$ cat config.mk
export PLATFORM = sky130hd
export DESIGN_NAME = utf8_to_wide_char_decoder_top
export DESIGN_NICKNAME = d
export VERILOG_FILES = /design/src/sv/utf8d_pkg.sv /design/src/sv/utf8d_queue.sv /design/src/sv/utf8d_front.sv /design/src/sv/utf8d_back.sv /design/src/sv/utf8_to_wide_char_decoder_top.sv
export VERILOG_INCLUDE_DIRS = /design/src /design/src/sv
export SDC_FILE = /design/constraint.sdc
export NUM_CORES = 1
export LEC_CHECK = 0
export BUFFER_PORTS_ARGS = -buffer_cell sky130_fd_sc_hd__buf_2
export CAP_MARGIN = 30
export CORE_MARGIN = 10
export CORE_UTILIZATION = 45
export DETAILED_ROUTE_END_ITERATION = 8
export PLACE_DENSITY_LB_ADDON = 0.05
export SLEW_MARGIN = 20
export SYNTH_ARGS = -nofsm -noshare
export SYNTH_HDL_FRONTEND = slang
export SYNTH_SLANG_ARGS = --single-unit
export TNS_END_PERCENT = 20
$ cat constraint.sdc
create_clock -name clk_i -period 27.9 [get_ports clk_i]
set_clock_uncertainty 0.15 [all_clocks]
set_input_delay 2.79 -clock clk_i [delete_from_list [all_inputs] [get_ports clk_i]]
set_output_delay 2.79 -clock clk_i [all_outputs]
set_load 0.02 [all_outputs]
$ cat src/sv/utf8_to_wide_char_decoder_top_defines.svh
// ----------------------------------------------------------------------------
// utf8_to_wide_char_decoder_top_defines
// Assertion macros shared by the decoder modules. Both expect clk_i, and
// UTF8D_ASSERT also rst_ni, in the scope where they are used.
// ----------------------------------------------------------------------------
`ifndef UTF8_TO_WIDE_CHAR_DECODER_TOP_DEFINES_SVH
`define UTF8_TO_WIDE_CHAR_DECODER_TOP_DEFINES_SVH

`ifndef ASSERT_OFF
// checked only while out of reset
`define UTF8D_ASSERT(name, prop, msg) \
  name: assert property (@(posedge clk_i) disable iff (!rst_ni) (prop)) else $error(msg);
// checked on every edge, reset included
`define UTF8D_ASSERT_ALWAYS(name, prop, msg) \
  name: assert property (@(posedge clk_i) (prop)) else $error(msg);
`else
`define UTF8D_ASSERT(name, prop, msg)
`define UTF8D_ASSERT_ALWAYS(name, prop, msg)
`endif

`endif

$ cat src/sv/utf8d_pkg.sv
// ----------------------------------------------------------------------------
// utf8d_pkg
// Types, constants and decode helpers of the UTF-8 decoder.
// ----------------------------------------------------------------------------
`default_nettype none

package utf8d_pkg;

  localparam int unsigned CAP_W       = 11;
  localparam int unsigned SLOT_W      = 10;
  localparam int unsigned CP_W        = 21;
  localparam int unsigned ADDR_W      = 3;
  localparam int unsigned DATA_W      = 32;
  localparam int unsigned QUEUE_DEPTH = 4;

  localparam logic [CAP_W-1:0] CAP_RESET = 11'd32;

  // item operations
  localparam logic OP_DATA = 1'b0;
  localparam logic OP_END  = 1'b1;

  // register index taken from the word address
  localparam logic [ADDR_W-3:0] REG_CAPACITY = 1'b0;

  // one queue entry: all results that a single input item causes
  typedef struct packed {
    logic [1:0]        n_chars;
    logic [CP_W-1:0]   cp0;
    logic [CP_W-1:0]   cp1;
    logic [SLOT_W-1:0] slot;
    logic              term;
    logic [SLOT_W-1:0] term_slot;
  } job_t;

  // sequence length from a lead byte, 0 when it fits no pattern
  function automatic logic [2:0] lead_len(input logic [7:0] b);
    logic [2:0] len;
    len = 3'd0;
    if (b[7] == 1'b0) begin
      len = 3'd1;
    end else if (b[7:5] == 3'b110) begin
      len = 3'd2;
    end else if (b[7:4] == 4'b1110) begin
      len = 3'd3;
    end else if (b[7:3] == 5'b11110) begin
      len = 3'd4;
    end
    return len;
  endfunction

  // pack lead payload and continuation payloads into a code point
  function automatic logic [CP_W-1:0] combine(input logic [7:0] b0, input logic [7:0] b1,
                                               input logic [7:0] b2, input logic [7:0] b3,
                                               input logic [2:0] len);
    logic [CP_W-1:0] cp;
    case (len)
      3'd2:    cp = {10'd0, b0[4:0], b1[5:0]};
      3'd3:    cp = {5'd0, b0[3:0], b1[5:0], b2[5:0]};
      3'd4:    cp = {b0[2:0], b1[5:0], b2[5:0], b3[5:0]};
      default: cp = {14'd0, b0[6:0]};
    endcase
    return cp;
  endfunction

endpackage

`default_nettype wire

$ cat src/sv/utf8d_queue.sv
// ----------------------------------------------------------------------------
// utf8d_queue
// Short job queue between the byte front end and the result back end.
// ----------------------------------------------------------------------------
`default_nettype none
`include "utf8_to_wide_char_decoder_top_defines.svh"

module utf8d_queue (
  input  wire logic            clk_i,
  input  wire logic            rst_ni,
  input  wire logic            push_i,
  input  utf8d_pkg::job_t      job_i,
  output logic                 full_o,
  input  wire logic            pop_i,
  output utf8d_pkg::job_t      job_o,
  output logic                 empty_o
);

  localparam int unsigned PTR_W = $clog2(utf8d_pkg::QUEUE_DEPTH);
  localparam int unsigned CNT_W = $clog2(utf8d_pkg::QUEUE_DEPTH + 1);

  utf8d_pkg::job_t  mem_q [utf8d_pkg::QUEUE_DEPTH];
  logic [PTR_W-1:0] wr_ptr_q, wr_ptr_d;
  logic [PTR_W-1:0] rd_ptr_q, rd_ptr_d;
  logic [CNT_W-1:0] count_q, count_d;

  assign full_o  = (count_q == CNT_W'(utf8d_pkg::QUEUE_DEPTH));
  assign empty_o = (count_q == '0);
  assign job_o   = mem_q[rd_ptr_q];

  always_comb begin
    wr_ptr_d = wr_ptr_q;
    rd_ptr_d = rd_ptr_q;
    count_d  = count_q;
    if (push_i) begin
      wr_ptr_d = (wr_ptr_q == PTR_W'(utf8d_pkg::QUEUE_DEPTH - 1)) ? '0 : wr_ptr_q + 1'b1;
    end
    if (pop_i) begin
      rd_ptr_d = (rd_ptr_q == PTR_W'(utf8d_pkg::QUEUE_DEPTH - 1)) ? '0 : rd_ptr_q + 1'b1;
    end
    if (push_i && !pop_i) begin
      count_d = count_q + 1'b1;
    end else if (pop_i && !push_i) begin
      count_d = count_q - 1'b1;
    end
  end

  always_ff @(posedge clk_i or negedge rst_ni) begin
    if (!rst_ni) begin
      wr_ptr_q <= '0;
      rd_ptr_q <= '0;
      count_q  <= '0;
    end else begin
      wr_ptr_q <= wr_ptr_d;
      rd_ptr_q <= rd_ptr_d;
      count_q  <= count_d;
    end
  end

  always_ff @(posedge clk_i) begin
    if (push_i) begin
      mem_q[wr_ptr_q] <= job_i;
    end
  end

  `UTF8D_ASSERT_ALWAYS(a_no_overflow, !(push_i && full_o), "job pushed into a full queue")
  `UTF8D_ASSERT(a_no_underflow, !(pop_i && empty_o), "job popped from an empty queue")

endmodule

`default_nettype wire

$ cat src/sv/utf8d_front.sv
// ----------------------------------------------------------------------------
// utf8d_front
// Takes input bytes, assembles multi-byte sequences and turns each item that
// causes results into one queue job holding every result it causes.
// ----------------------------------------------------------------------------
`default_nettype none
`include "utf8_to_wide_char_decoder_top_defines.svh"

module utf8d_front (
  input  wire logic                           clk_i,
  input  wire logic                           rst_ni,
  input  wire logic                           push_i,
  output logic                                full_o,
  input  wire logic                           operation_i,
  input  wire logic [7:0]                     in_byte_i,
  input  wire logic [utf8d_pkg::CAP_W-1:0]    cap_i,
  input  wire logic                           q_full_i,
  output logic                                q_push_o,
  output utf8d_pkg::job_t                     q_job_o
);

  logic [7:0]                   hb_q [3];
  logic [7:0]                   hb_d [3];
  logic [1:0]                   hc_q, hc_d;
  logic [2:0]                   sl_q, sl_d;
  logic [utf8d_pkg::SLOT_W-1:0] wc_q, wc_d;

  logic                         accept;
  logic [utf8d_pkg::CAP_W-1:0]  wc_next;
  logic [2:0]                   len;
  logic [7:0]                   asm [4];
  logic [7:0]                   ext [6];
  logic [2:0]                   pos;
  logic [2:0]                   ln;
  logic [1:0]                   n;
  logic [utf8d_pkg::SLOT_W-1:0] wc_l;
  logic [utf8d_pkg::CP_W-1:0]   cp;

  assign full_o  = q_full_i;
  assign accept  = push_i && !q_full_i;
  assign wc_next = {1'b0, wc_q} + 11'd1;
  assign len     = utf8d_pkg::lead_len(in_byte_i);

  always_comb begin
    hb_d     = hb_q;
    hc_d     = hc_q;
    sl_d     = sl_q;
    wc_d     = wc_q;
    q_push_o = 1'b0;
    q_job_o  = '0;
    pos      = 3'd0;
    ln       = 3'd0;
    n        = 2'd0;
    wc_l     = wc_q;
    cp       = '0;
    for (int k = 0; k < 4; k++) begin
      asm[k] = (k < 3 && 2'(k) < hc_q) ? hb_q[k % 3] : in_byte_i;
    end
    for (int k = 0; k < 6; k++) begin
      ext[k] = (k < 3) ? hb_q[k % 3] : 8'h00;
    end
    q_job_o.slot = wc_q;

    if (accept) begin
      if (operation_i == utf8d_pkg::OP_DATA) begin
        // bytes are dropped once the buffer only has room for the terminator
        if (wc_next < cap_i) begin
          if (hc_q == 2'd0) begin
            if (len == 3'd1) begin
              q_job_o.n_chars = 2'd1;
              q_job_o.cp0     = {13'd0, in_byte_i};
              q_push_o        = 1'b1;
              wc_d            = wc_q + 1'b1;
            end else if (len != 3'd0) begin
              hb_d[0] = in_byte_i;
              hc_d    = 2'd1;
              sl_d    = len;
            end
          end else if ({1'b0, hc_q} + 3'd1 >= sl_q) begin
            q_job_o.n_chars = 2'd1;
            q_job_o.cp0     = utf8d_pkg::combine(asm[0], asm[1], asm[2], asm[3],
                                                 {1'b0, hc_q} + 3'd1);
            q_push_o        = 1'b1;
            wc_d            = wc_q + 1'b1;
            hc_d            = 2'd0;
            sl_d            = 3'd0;
          end else begin
            if (hc_q == 2'd2) begin
              hb_d[2] = in_byte_i;
            end else begin
              hb_d[1] = in_byte_i;
            end
            hc_d = hc_q + 1'b1;
          end
        end
      end else begin
        // cut-off sequence: rescan held bytes as fresh leads
        for (int k = 0; k < 3; k++) begin
          if (pos == 3'(k) && 3'(k) < {1'b0, hc_q} && ({1'b0, wc_l} + 11'd1) < cap_i) begin
            ln = utf8d_pkg::lead_len(ext[k]);
            if (ln == 3'd0 || 3'(k) + ln > {1'b0, hc_q}) begin
              pos = 3'(k + 1);
            end else begin
              cp = utf8d_pkg::combine(ext[k], ext[k + 1], ext[k + 2], ext[k + 3], ln);
              if (n == 2'd0) begin
                q_job_o.cp0 = cp;
              end else begin
                q_job_o.cp1 = cp;
              end
              n    = n + 1'b1;
              wc_l = wc_l + 1'b1;
              pos  = 3'(k) + ln;
            end
          end
        end
        q_job_o.n_chars   = n;
        q_job_o.term      = (cap_i != '0);
        q_job_o.term_slot = ({1'b0, wc_l} < cap_i) ? wc_l
                                                   : utf8d_pkg::SLOT_W'(cap_i - 1'b1);
        q_push_o          = (n != 2'd0) || (cap_i != '0);
        for (int k = 0; k < 3; k++) begin
          hb_d[k] = 8'h00;
        end
        hc_d = 2'd0;
        sl_d = 3'd0;
        wc_d = '0;
      end
    end
  end

  always_ff @(posedge clk_i or negedge rst_ni) begin
    if (!rst_ni) begin
      for (int k = 0; k < 3; k++) begin
        hb_q[k] <= 8'h00;
      end
      hc_q <= 2'd0;
      sl_q <= 3'd0;
      wc_q <= '0;
    end else begin
      hb_q <= hb_d;
      hc_q <= hc_d;
      sl_q <= sl_d;
      wc_q <= wc_d;
    end
  end

  `UTF8D_ASSERT(a_held_below_len, (hc_q == 2'd0) || (sl_q > {1'b0, hc_q}), "held bytes reach sequence length")

endmodule

`default_nettype wire

$ cat src/sv/utf8d_back.sv
// ----------------------------------------------------------------------------
// utf8d_back
// Expands queue jobs into single results and holds the result register.
// ----------------------------------------------------------------------------
`default_nettype none
`include "utf8_to_wide_char_decoder_top_defines.svh"

module utf8d_back (
  input  wire logic                            clk_i,
  input  wire logic                            rst_ni,
  input  wire logic                            q_empty_i,
  input  utf8d_pkg::job_t                      q_job_i,
  output logic                                 q_pop_o,
  input  wire logic                            res_pop_i,
  output logic                                 res_empty_o,
  output logic [utf8d_pkg::CP_W-1:0]           code_point_o,
  output logic [utf8d_pkg::SLOT_W-1:0]         slot_index_o,
  output logic                                 is_terminator_o,
  output logic                                 last_of_run_o
);

  logic                         valid_q;
  logic [1:0]                   sub_q;
  logic [1:0]                   total;
  logic                         in_char;
  logic                         last;
  logic                         load;
  logic [utf8d_pkg::CP_W-1:0]   cp;
  logic [utf8d_pkg::SLOT_W-1:0] slot;

  assign total   = q_job_i.n_chars + {1'b0, q_job_i.term};
  assign in_char = (sub_q < q_job_i.n_chars);
  assign last    = (sub_q == total - 2'd1);
  // output register refills from a waiting job whenever it is empty or its beat leaves
  assign load    = !q_empty_i && (!valid_q || res_pop_i);
  assign q_pop_o = load && last;

  always_comb begin
    if (in_char) begin
      cp   = (sub_q == 2'd0) ? q_job_i.cp0 : q_job_i.cp1;
      slot = q_job_i.slot + utf8d_pkg::SLOT_W'(sub_q);
    end else begin
      cp   = '0;
      slot = q_job_i.term_slot;
    end
  end

  always_ff @(posedge clk_i or negedge rst_ni) begin
    if (!rst_ni) begin
      valid_q <= 1'b0;
      sub_q   <= 2'd0;
    end else if (load) begin
      valid_q <= 1'b1;
      sub_q   <= last ? 2'd0 : sub_q + 1'b1;
    end else if (res_pop_i) begin
      valid_q <= 1'b0;
    end
  end

  always_ff @(posedge clk_i) begin
    if (load) begin
      code_point_o    <= cp;
      slot_index_o    <= slot;
      is_terminator_o <= !in_char;
      last_of_run_o   <= last;
    end
  end

  assign res_empty_o = !valid_q;

  `UTF8D_ASSERT(a_sub_idle, !q_empty_i || (sub_q == 2'd0), "result index left over with no job")

endmodule

`default_nettype wire

$ cat src/sv/utf8_to_wide_char_decoder_top.sv
// ----------------------------------------------------------------------------
// utf8_to_wide_char_decoder_top
// Lenient streaming UTF-8 decoder. Takes one byte or end mark per cycle while
// the job queue is not full; the front end turns every item that causes
// results into one job in a four-entry queue in the same cycle it is accepted,
// and the back end expands jobs into results, one per cycle while results are
// popped, through a registered output. A data byte gives at most one result,
// an end mark up to three (two rescued characters and the terminator), whose
// extra results the queue absorbs. The first result of an item passes the
// queue and then the output register before it reaches the result ports.
// Writing the capacity register takes effect on the next item; the user must
// write it only while the block is idle, which the block does not enforce.
// ----------------------------------------------------------------------------
`default_nettype none

module utf8_to_wide_char_decoder_top #(
  parameter int unsigned MAX_CAPACITY = 1024
) (
  input  wire logic                               clk_i,
  input  wire logic                               rst_ni,
  // input queue side
  input  wire logic                               push,
  output logic                                    full,
  input  wire logic                               operation_i,
  input  wire logic [7:0]                         in_byte_i,
  // result queue side
  output logic                                    empty,
  input  wire logic                               pop,
  output logic [utf8d_pkg::CP_W-1:0]              code_point_o,
  output logic [utf8d_pkg::SLOT_W-1:0]            slot_index_o,
  output logic                                    is_terminator_o,
  output logic                                    last_of_run_o,
  // register port
  input  wire logic                               psel,
  input  wire logic                               penable,
  input  wire logic                               pwrite,
  input  wire logic [utf8d_pkg::ADDR_W-1:0]       paddr,
  input  wire logic [utf8d_pkg::DATA_W-1:0]       pwdata,
  output logic [utf8d_pkg::DATA_W-1:0]            prdata,
  output logic                                    pready
);

  logic [utf8d_pkg::CAP_W-1:0]    capacity_q;
  logic [utf8d_pkg::CAP_W-1:0]    cap_eff;
  logic [utf8d_pkg::ADDR_W-3:0]   reg_idx;
  logic                           q_full;
  logic                           q_empty;
  logic                           q_push;
  logic                           q_pop;
  utf8d_pkg::job_t                q_job_in;
  utf8d_pkg::job_t                q_job_out;

  assign pready  = 1'b1;
  assign reg_idx = paddr[utf8d_pkg::ADDR_W-1:2];
  assign prdata  = (reg_idx == utf8d_pkg::REG_CAPACITY) ? utf8d_pkg::DATA_W'(capacity_q) : '0;

  always_ff @(posedge clk_i or negedge rst_ni) begin
    if (!rst_ni) begin
      capacity_q <= utf8d_pkg::CAP_RESET;
    end else if (psel && penable && pwrite && pready &&
                 reg_idx == utf8d_pkg::REG_CAPACITY) begin
      capacity_q <= pwdata[utf8d_pkg::CAP_W-1:0];
    end
  end

  // saturate to the largest buffer supported
  assign cap_eff = (32'(capacity_q) > 32'(MAX_CAPACITY)) ? utf8d_pkg::CAP_W'(MAX_CAPACITY)
                                                        : capacity_q;

  utf8d_front u_front (
    .clk_i       (clk_i),
    .rst_ni      (rst_ni),
    .push_i      (push),
    .full_o      (full),
    .operation_i (operation_i),
    .in_byte_i   (in_byte_i),
    .cap_i       (cap_eff),
    .q_full_i    (q_full),
    .q_push_o    (q_push),
    .q_job_o     (q_job_in)
  );

  utf8d_queue u_queue (
    .clk_i   (clk_i),
    .rst_ni  (rst_ni),
    .push_i  (q_push),
    .job_i   (q_job_in),
    .full_o  (q_full),
    .pop_i   (q_pop),
    .job_o   (q_job_out),
    .empty_o (q_empty)
  );

  utf8d_back u_back (
    .clk_i           (clk_i),
    .rst_ni          (rst_ni),
    .q_empty_i       (q_empty),
    .q_job_i         (q_job_out),
    .q_pop_o         (q_pop),
    .res_pop_i       (pop),
    .res_empty_o     (empty),
    .code_point_o    (code_point_o),
    .slot_index_o    (slot_index_o),
    .is_terminator_o (is_terminator_o),
    .last_of_run_o   (last_of_run_o)
  );

endmodule

`default_nettype wire
==> results of run 1 <==
## report_power, final
part | total (mW) | switching [mW] | internal (mW)
registers | 0.839 | 0.0989 | 0.740
clock network | 0.504 | 0.209 | 0.295
logic | 0.746 | 0.449 | 0.297
total | 2.09 | 0.757 | 1.33
## per-layer routing
metal / share of wire (%) / global-route usage, % / up-vias
met3: 5.7 / 2.542 / 76
met4: 2.2 / 5.752 / 0
li1: - / - / 5912
met1: 48 / 28.21 / 6323
met2: 44 / 29.02 / 386
met5: 0 / 0 / -
## worst register-to-register path, delay by kind of cell (launching register included)
kind,cells,cell delay (ns)
adder cells (fa/ha/maj),7,2.29
flip-flops,1,0.74
XOR/XNOR,4,0.83
AO/OA/AOI/OAI,23,6.48
AND/OR/NAND/NOR,16,3.59
buffers and inverters,4,1.24
## flip-flops by register name, indices dropped and copies added, names as in the netlist
| register | count |
|---|---|
| u_queue.wr_ptr_q | 2 |
| u_front.sl_q | 3 |
| u_front.wc_q | 10 |
| capacity_q | 11 |
| u_queue.mem_q | 260 |
| u_front.ext | 24 |
| u_back.valid_q | 1 |
| u_back.last_of_run_o | 1 |
| u_front.hc_q | 2 |
| u_queue.count_q | 3 |
| u_back.slot_index_o | 10 |
| u_back.is_terminator_o | 1 |
| u_queue.rd_ptr_q | 2 |
| u_back.code_point_o | 21 |
| u_back.sub_q | 2 |
## cell families after synthesis
family          after synthesis  share of synthesized area [%]
buf+inv                     154                          3.571
xor+xnor                     65                          2.981
mux                         151                          12.54
other cells                   2                        0.03933
fa+ha+maj                    76                          5.058
flops                       353                          53.94
compound gates              295                          10.43
simple gates                454                          11.43
## layout make-up
class / instances / area share, %
sequential: 353 / 48.74
multi-input combinational: 1063 / 38.78
clock buffer: 48 / 4.923
tap: 539 / 3.189
timing repair buffer: 96 / 2.627
clock inverter: 23 / 0.9940
inverter: 42 / 0.7514
## synth_stat cells (all sizes together), types with 9 or more instances
master | count | area share (%)
a211oi | 14 | 0.58
dfrtp | 59 | 7.7
a21o | 12 | 0.47
xnor2 | 34 | 1.6
nor2 | 134 | 2.6
a22oi | 27 | 1.1
mux4 | 65 | 7.7
edfxtp | 293 | 46
nand2b | 9 | 0.29
or3 | 11 | 0.39
o21ai | 73 | 1.9
nor2b | 32 | 1.0
nand2 | 129 | 2.5
a31oi | 17 | 0.56
mux2 | 56 | 3.3
ha | 74 | 4.8
a222oi | 9 | 0.47
and2 | 18 | 0.59
nand4 | 14 | 0.46
xor2 | 31 | 1.4
buf | 47 | 1.5
nor3 | 34 | 0.94
inv | 41 | 0.81
o31ai | 9 | 0.45
mux2i | 30 | 1.6
clkbuf | 65 | 1.3
nor4 | 10 | 0.41
o21a | 13 | 0.51
a21oi | 66 | 1.7
nand3 | 27 | 0.71
and3 | 9 | 0.32
## final timing paths
| check | start | end | slack [ns] |
|---|---|---|---|
| worst max-delay path | u_front.wc_q[0]$_DFFE_PN0P_ | u_queue.mem_q[0][0]$_DFFE_PP_ | 12.25 |
| worst min-delay path | u_front.sl_q[2]$_DFFE_PN0P_ | u_front.sl_q[2]$_DFFE_PN0P_ | 0.33 |
| worst max register to register | u_front.wc_q[0]$_DFFE_PN0P_ | u_queue.mem_q[0][0]$_DFFE_PP_ | 12.25 |
| worst min register to register | u_front.sl_q[2]$_DFFE_PN0P_ | u_front.sl_q[2]$_DFFE_PN0P_ | 0.33 |
| max in group asynchronous | rst_ni | u_queue.rd_ptr_q[0]$_DFFE_PN0P_ | 24.68 |
| min in group asynchronous | rst_ni | capacity_q[8]$_DFFE_PN0P_ | 2.25 |
## metrics by stage
| stage | worst slack [ns] | instances | cell area, um2 |
|---|---|---|---|
| 6_report | 12.25 | 2164 | 21150 |
| 5_1_grt | 11.35 | 2164 | 21150 |
| 4_1_cts | 12.62 | 2161 | 21120 |
| 3_5_place_dp | 12.68 | 2090 | 19870 |
| 3_3_place_gp | 12.71 | 2088 | 19840 |
| 2_1_floorplan | 16.09 | 1570 | 19170 |
==> key figures, run 1 <==
Logic synthesis
  – Netlist cell types: 84
  – Netlist Area Pre-Place: 19100 um2
  – Synth Warn #: 0
  – Ys flop type: edfxtp_1
  – #FFs+latches synth: 353
  – Cells after Synth: 1550
  – Sequential cell area fraction in the yosys report: 53.94%
  – Avg Cell Area, Syn: 12.32 um2
  – EDFF count, synth: 293
  – Ys async rst share: 17.00%

Timing
  – Hold Violations, Final: 0
  – Setup violators final: 0
  – Tmin final: 15.65 ns
  – Slew Limit Fails: 0
  – Hold Slack: 0.3257 ns
  – Slew headroom: 38.88%
  – Fin crit share: 56.11%
  – Peak Freq: 63.88 MHz
  – Setup TNS: 0 ns
  – RSZ-0062 raised after global routing: false
  – Actual slew at the worst max-slew pin: 0.9103 ns

Critical path
  – Critical Path Sink Type: flip-flop
  – Reg2reg path depth: 54
  – Most frequent CP cell: ha_1
  – Kind of critical path: reg2reg
  – Worst path bufs/invs: 4
  – Critical path depth: 54
  – CP required: 28.00 ns
  – Crit path DAT: 15.75 ns
  – Crit Path Max Fanout: 37
  – Critical path's top delay family: compound AO/OA/AOI/OAI gates
  – Slowest cell on crit path: dfrtp_1
  – Slowest stage delay, CP: 0.74 ns
  – Startpoint type of the worst setup path: flip-flop

Floorplanning
  – Rows: 75
  – Io pins: 119
  – Die X: 226.0 um
  – Die ar.: 51070 um2
  – Initial Util: 45.52%
  – Die height: 226.0 um
  – Core area: 41950 um2

Pwr
  – Total power: 2.089 mW
  – LEAKAGE: 7.703 nW
  – Pwr dens: 98.78 nW/um2
  – Peak supply drop: 53.02 uV

Placement
  – Gpl congestion: 0.9066
  – Quantity of I/O buffers inserted on ports: 73
  – HPWL after DPL: 34030 um

Route
  – First-pass iteration count of the detailed router: 5
  – DR iter-0 viols: 1065
  – Vias post-DR: 12697
  – Vias/cell: 5.867
  – DRT antenna net count: 0
  – WL/cell: 22.62 um
  – DRC: 0
  – Total wire length: 48960 um

Global routing
  – GRT Util Overall: 19.21%
  – Initial antenna violation count: 0
  – First-pass GRT wire length: 75270 um
  – GRT overflow: 0
  – Largest net degree at the start of global routing: 61
  – Vias in the first global route: 12399

Final layout
  – Reg area: 10310 um2
  – Filler cells: 3667
  – Diodes inserted: 0
  – Nets: 1722
  – Commonest non-fill, non-tap cell in the layout: edfxtp_1
  – Multi-input logic area: 8200 um2
  – Area Growth Syn to Fin: 10.74%
  – Finished Core Util: 50.41%
  – Layout cells sized above 1: 18.83%
  – Commonest non-fill, non-tap cells in the layout: edfxtp_1 (293), nor2_1 (134), nand2_1 (128), ha_1 (74), buf_2 (74)

Run status
  – Outcome: completed

Flow run
  – Max-Cap Viols: 0

Clock network
  – CTS Sinks: 353
  – Clk slew on worst S/H paths: 0.06 ns
  – Clock insertion delay at the later pin of the skew report: 0.56 ns
  – Clock tree root buffer cell: clkbuf_16
  – Hold Buf Count CTS: 0
  – Post-CTS Resized: 0
  – Postcts setup bufs: 0
  – Cts bufs inserted: 39
  – # H-tree levels: 2
  – Longest Clk Path Bufs: 3
  – CTS tree: done

Hold path
  – Hold WC Path Type: reg2reg
  – Worst Hold Path Cells: 2
Note: power is estimated with default switching activity, not from simulation.
==> inputs of run 2 (changes only) <==
==> constraint.sdc (replaced) <==
create_clock -name clk_i -period 14.3 [get_ports clk_i]
set_clock_uncertainty 0.15 [all_clocks]
set_input_delay 1.43 -clock clk_i [delete_from_list [all_inputs] [get_ports clk_i]]
set_output_delay 1.43 -clock clk_i [all_outputs]
set_load 0.02 [all_outputs]
==> run 2 against run 1 <==
Die area unchanged; maximum frequency increased by 17%; worst setup slack got worse by 11 ns; first-iteration DRC count about the same; register-to-register slack got worse by 11 ns; sequential power increased by 94%; clock power increased by 90%; cell count increased by 1.1%; clock-buffer cell count increased by 2; global-route usage increased by 0.066 points; critical path depth increased by 3; critical endpoint is now u_queue.mem_q[0][6]$_DFFE_PP_; largest power group unchanged.
==> key figures, run 2 (same netlist as run 1, synthesis figures left out) <==
Pwr
  – LEAKAGE: 7.835 nW
  – Pwr dens: 191.3 nW/um2
  – Total power: 4.095 mW
  – Peak supply drop: 107.6 uV

Critical path
  – Slowest cell on crit path: dfrtp_1
  – CP required: 14.42 ns
  – Worst R2R Setup Slack: 0.95 ns
  – Crit Path Max Fanout: 13
  – Startpoint type of the worst setup path: flip-flop
  – Critical Path Sink Type: flip-flop
  – Kind of critical path: reg2reg
  – Slowest stage delay, CP: 0.53 ns
  – Crit path DAT: 13.47 ns
  – Most frequent CP cell: ha_1

Timing
  – Peak Freq: 74.90 MHz
  – Setup TNS: 0 ns
  – Slew Limit Fails: 0
  – Slew headroom: 38.94%
  – Actual slew at the worst max-slew pin: 0.9104 ns
  – Setup violators final: 0
  – Fin crit share: 93.36%
  – Hold Violations, Final: 0
  – Tmin final: 13.35 ns
  – RSZ-0062 raised after global routing: false

Final layout
  – Reg with most FFs: u_queue.mem_q
  – Filler cells: 3714
  – Largest register FFs: 260
  – Post-layout instance area: 21400 um2
  – Commonest non-fill, non-tap cells in the layout: edfxtp_1 (293), nor2_1 (134), nand2_1 (128), buf_2 (75), ha_1 (74)
  – Diodes inserted: 0
  – Layout cells sized above 1: 20.07%
  – Nets: 1751
  – Commonest non-fill, non-tap cell in the layout: edfxtp_1
  – Area Growth Syn to Fin: 12.07%

Route
  – DRC: 0
  – DRT antenna net count: 0
  – Vias/cell: 5.860
  – Total wire length: 49370 um
  – WL/cell: 22.56 um
  – DR iter-0 viols: 1066
  – Vias post-DR: 12821
  – First-pass iteration count of the detailed router: 9

Clock network
  – # H-tree levels: 2
  – Clk slew on worst S/H paths: 0.06 ns
  – Postcts setup bufs: 0
  – Longest Clk Path Bufs: 3
  – Clock tree root buffer cell: clkbuf_16
  – Clock insertion delay at the later pin of the skew report: 0.56 ns
  – CTS Sinks: 353
  – Hold Buf Count CTS: 0
  – CTS tree: done
  – Cts bufs inserted: 39

Floorplanning
  – Rows: 75
  – Die ar.: 51070 um2
  – Die height: 226.0 um
  – Core area: 41950 um2
  – Die X: 226.0 um
  – Io pins: 119
  – Initial Util: 45.52%

Global routing
  – Initial antenna violation count: 0
  – Vias in the first global route: 12492
  – GRT overflow: 0
  – First-pass GRT wire length: 75620 um
  – Largest net degree at the start of global routing: 66
  – GRT Util Overall: 19.27%

Placement
  – HPWL after DPL: 34110 um
  – Gpl congestion: 0.9062
  – Quantity of I/O buffers inserted on ports: 73
  – Post-DP Area: 20120 um2

Run status
  – Outcome: completed

Flow run
  – Max-Cap Viols: 0

Hold path
  – Hold WC Path Type: reg2reg
run 2: cell count changes in the layout (fill, tap and decap cells not counted), moves of 2 or more:
| cell | before | now |
|---|---|---|
| clkinv_1 | 7 | 5 |
| inv_6 | 3 | 1 |
| buf_12 | 0 | 5 |
| clkinv_2 | 8 | 4 |
| clkbuf_8 | 1 | 3 |
| clkinvlp_4 | 1 | 3 |
| buf_4 | 19 | 41 |
run 2: critical path: cells and delay by family, from the launching register on:
family / cells / cell delay [ns]
AO/OA/AOI/OAI: 21 / 5.05
XOR/XNOR: 5 / 0.98
adder cells (fa/ha/maj): 6 / 1.62
buffers and inverters: 6 / 1.00
flip-flops: 1 / 0.53
AND/OR/NAND/NOR: 19 / 3.70
run 2: what timing repair did:
item / CTS / global route
setup endpoints to repair: 0 / 12
gates resized for setup: 0 / 1
endpoints found under the hold margin: 0 / 0
run 2: final timing paths:
path                                                     start                               to  depth (start not counted)
worst max-delay path               u_front.wc_q[0]$_DFFE_PN0P_    u_queue.mem_q[0][6]$_DFFE_PP_                         57
worst min-delay path            u_queue.count_q[2]$_DFFE_PN0P_   u_queue.count_q[2]$_DFFE_PN0P_                          1
worst max register to register     u_front.wc_q[0]$_DFFE_PN0P_    u_queue.mem_q[0][6]$_DFFE_PP_                         57
worst min register to register  u_queue.count_q[2]$_DFFE_PN0P_   u_queue.count_q[2]$_DFFE_PN0P_                          1
max in group asynchronous                               rst_ni  u_queue.rd_ptr_q[0]$_DFFE_PN0P_                          2
min in group asynchronous                               rst_ni        capacity_q[4]$_DFFE_PN0P_                          2
run 2: power by group:
group / total [mW] / internal, mW / switching (mW)
clock: 0.960 / 0.554 / 0.406
sequential: 1.63 / 1.44 / 0.189
combinational: 1.50 / 0.608 / 0.895
total: 4.09 / 2.60 / 1.49
run 2: stage by stage:
| step | worst slack (ns) | hold slack (ns) | util (%) | instances |
|---|---|---|---|---|
| finish | 0.9493 | 0.3294 | 51.02 | 2188 |
| global route | 0.08628 | 0.3567 | 51.02 | 2188 |
| CTS | 0.8661 | 0.3328 | 50.83 | 2183 |
| detailed placement | 0.9316 | 0.3162 | 47.96 | 2117 |
| global placement | 1.052 | 0.3110 | 47.95 | 2116 |
| floorplan | 2.487 | 0.2932 | - | 1570 |
run 2: layout make-up:
class	count	area [um2]	area share [%]
well taps	539	674.4	3.151
inverters	42	158.9	0.7425
clock buffers	50	1047	4.894
multi-input cells	1063	8212	38.37
flip-flops and latches	353	10310	48.16
repair buffers	125	844.6	3.946
clock inverters	16	157.7	0.7367
run 2: layer usage:
metal | share of wire, % | vias up | track usage [%] | wire length, um
met4 | 1.6 | 0 | 4.401 | 800
met2 | 45 | 371 | 29.46 | 22150
li1 | - | 5994 | - | -
met3 | 6.0 | 59 | 3.658 | 2941
met5 | 0 | - | 0 | 0
met1 | 48 | 6397 | 27.85 | 23470
==> inputs of run 3 (changes only) <==
--- a/config.mk
+++ b/config.mk
@@ -11,7 +11,7 @@
 export CORE_MARGIN = 10
 export CORE_UTILIZATION = 45
 export DETAILED_ROUTE_END_ITERATION = 8
-export PLACE_DENSITY_LB_ADDON = 0.05
+export PLACE_DENSITY = 0.63
 export SLEW_MARGIN = 20
 export SYNTH_ARGS = -nofsm -noshare
 export SYNTH_HDL_FRONTEND = slang
==> run 3 against run 2 <==
Sequential share of layout area hardly changed; sequential power barely moved; maximum frequency rose by 0.46%; clock power increased by 5%; hold slack got worse by 0.00070 ns; critical path type unchanged; highest routed layer unchanged.
==> key figures, run 3 (same netlist as run 1, synthesis figures left out) <==
Critical path
  – Most frequent CP cell: ha_1
  – CP required: 14.46 ns
  – Slowest cell on crit path: dfrtp_1
  – Startpoint type of the worst setup path: flip-flop
  – Critical Path Sink Type: flip-flop
  – Kind of critical path: reg2reg
  – Reg2reg path depth: 54
  – Crit Path Max Fanout: 20
  – Slowest stage delay, CP: 0.56 ns
  – Crit path DAT: 13.45 ns

Floorplanning
  – Die X: 226.0 um
  – Rows: 75
  – Die ar.: 51070 um2
  – Initial Util: 45.52%
  – Core area: 41950 um2
  – Io pins: 119
  – Die height: 226.0 um

Pwr
  – Total power: 4.124 mW
  – Switching Fraction: 35.80%
  – Sw Pwr: 1.476 mW
  – Pwr dens: 192.7 nW/um2
  – Combinational share of power: 35.6%
  – LEAKAGE: 7.800 nW
  – Seq pwr share: 39.8%
  – Clk network pwr share: 24.5%
  – Cell internal pwr: 2.647 mW
  – Peak supply drop: 76.75 uV

Clock network
  – Hold Buf Count CTS: 0
  – # H-tree levels: 2
  – Clk slew on worst S/H paths: 0.06 ns
  – Cts bufs inserted: 39
  – CTS Sinks: 353
  – Clock tree root buffer cell: clkbuf_16
  – Clock insertion delay at the later pin of the skew report: 0.57 ns
  – CTS tree: done
  – Longest Clk Path Bufs: 3

Final layout
  – Reg area: 10310 um2
  – Filler cells: 3578
  – Reg with most FFs: u_queue.mem_q
  – Commonest non-fill, non-tap cell in the layout: edfxtp_1
  – Area Growth Syn to Fin: 12.08%
  – Commonest non-fill, non-tap cells in the layout: edfxtp_1 (293), nor2_1 (132), nand2_1 (128), buf_2 (74), ha_1 (73)
  – Finished Layout Cells: 2178
  – Nets: 1736
  – Largest register FFs: 260
  – Diodes inserted: 0
  – Layout cells sized above 1: 19.83%
  – Post-layout instance area: 21400 um2
  – Multi-input logic area: 8213 um2

Timing
  – Peak Freq: 75.25 MHz
  – Tmin final: 13.29 ns
  – Hold Violations, Final: 0
  – RSZ-0062 raised after global routing: true
  – Hold Slack: 0.3287 ns
  – Setup violators final: 0
  – Fin crit share: 92.94%
  – Slew Limit Fails: 0
  – Slew headroom: 32.50%
  – Actual slew at the worst max-slew pin: 1.003 ns
  – Setup TNS: 0 ns

Route
  – Vias/cell: 5.919
  – DR iter-0 viols: 1212
  – DRC: 0
  – Total wire length: 47980 um
  – First-pass iteration count of the detailed router: 8
  – WL/cell: 22.03 um
  – DRT antenna net count: 0
  – Vias post-DR: 12891

Hold path
  – Hold WC Path Type: reg2reg
  – Worst Hold Path Cells: 2

Placement
  – HPWL after DPL: 33750 um
  – Quantity of I/O buffers inserted on ports: 73
  – Gpl congestion: 0.9292
  – Post-Place Cells: 2104
  – Post-DP Area: 20070 um2

Global routing
  – Initial antenna violation count: 0
  – Vias in the first global route: 12458
  – GRT Util Overall: 18.95%
  – First-pass GRT wire length: 74850 um
  – Largest net degree at the start of global routing: 61
  – GRT overflow: 0

Flow run
  – Max-Cap Viols: 0

Run status
  – Outcome: completed
## run 3: area by class of cell
cell class / count / area share (%)
Multi-Input combinational cell: 1063 / 38.37
Tap cell: 539 / 3.151
Sequential cell: 353 / 48.16
Timing Repair Buffer: 110 / 3.519
Clock buffer: 49 / 4.934
Clock inverter: 22 / 1.117
Inverter: 42 / 0.7425
## run 3: critical path, delay by kind of cell (launching register included)
family                     cells  cell delay [ns]
adders and majority gates      7             1.98
buffers and inverters          4             0.75
muxes                          1             0.27
AOI/OAI and AO/OA             21             5.17
DFF                            1             0.56
xor gates and xnor gates       3             0.54
and+or+nand+nor               18             3.60
## run 3: final timing paths
path	from	end	slack, ns
min in group asynchronous	rst_ni	capacity_q[3]$_DFFE_PN0P_	0.89
worst max register to register	u_front.wc_q[1]$_DFFE_PN0P_	u_queue.mem_q[1][6]$_DFFE_PP_	1.01
worst min-delay path	u_front.sl_q[2]$_DFFE_PN0P_	u_front.sl_q[2]$_DFFE_PN0P_	0.33
max in group asynchronous	rst_ni	u_queue.rd_ptr_q[0]$_DFFE_PN0P_	12.46
worst max-delay path	u_front.wc_q[1]$_DFFE_PN0P_	u_queue.mem_q[1][6]$_DFFE_PP_	1.01
worst min register to register	u_front.sl_q[2]$_DFFE_PN0P_	u_front.sl_q[2]$_DFFE_PN0P_	0.33
## run 3: per-layer routing
layer	wire length (um)	vias to the layer above	global-route usage, %
li1	-	5959	-
met4	1300	0	6.362
met3	2914	79	2.724
met1	21950	6389	27.30
met2	21820	464	28.81
met5	0	-	0
## run 3: timing repair
action / in CTS / in global routing
gates resized for setup: 0 / 5
setup buffers: 0 / 2
endpoints found under the setup margin: 0 / 40
## run 3: power by group through the flow
stage	sequential [mW]	clock [mW]	combinational [mW]
after floorplan	1.61	0	1.05
after global placement	1.65	0	1.46
after detailed placement	1.66	0	1.48
after CTS	1.64	1.04	1.49
after global routing	1.67	1.08	1.63
final	1.64	1.01	1.47
## run 3: per-stage QoR
step / worst slack (ns) / utilization (%)
floorplan: 2.487 / -
global placement: 0.8296 / 47.85
detailed placement: 0.6833 / 47.85
CTS: 0.6403 / 50.94
global route: -0.07468 / 51.02
finish: 1.010 / 51.02
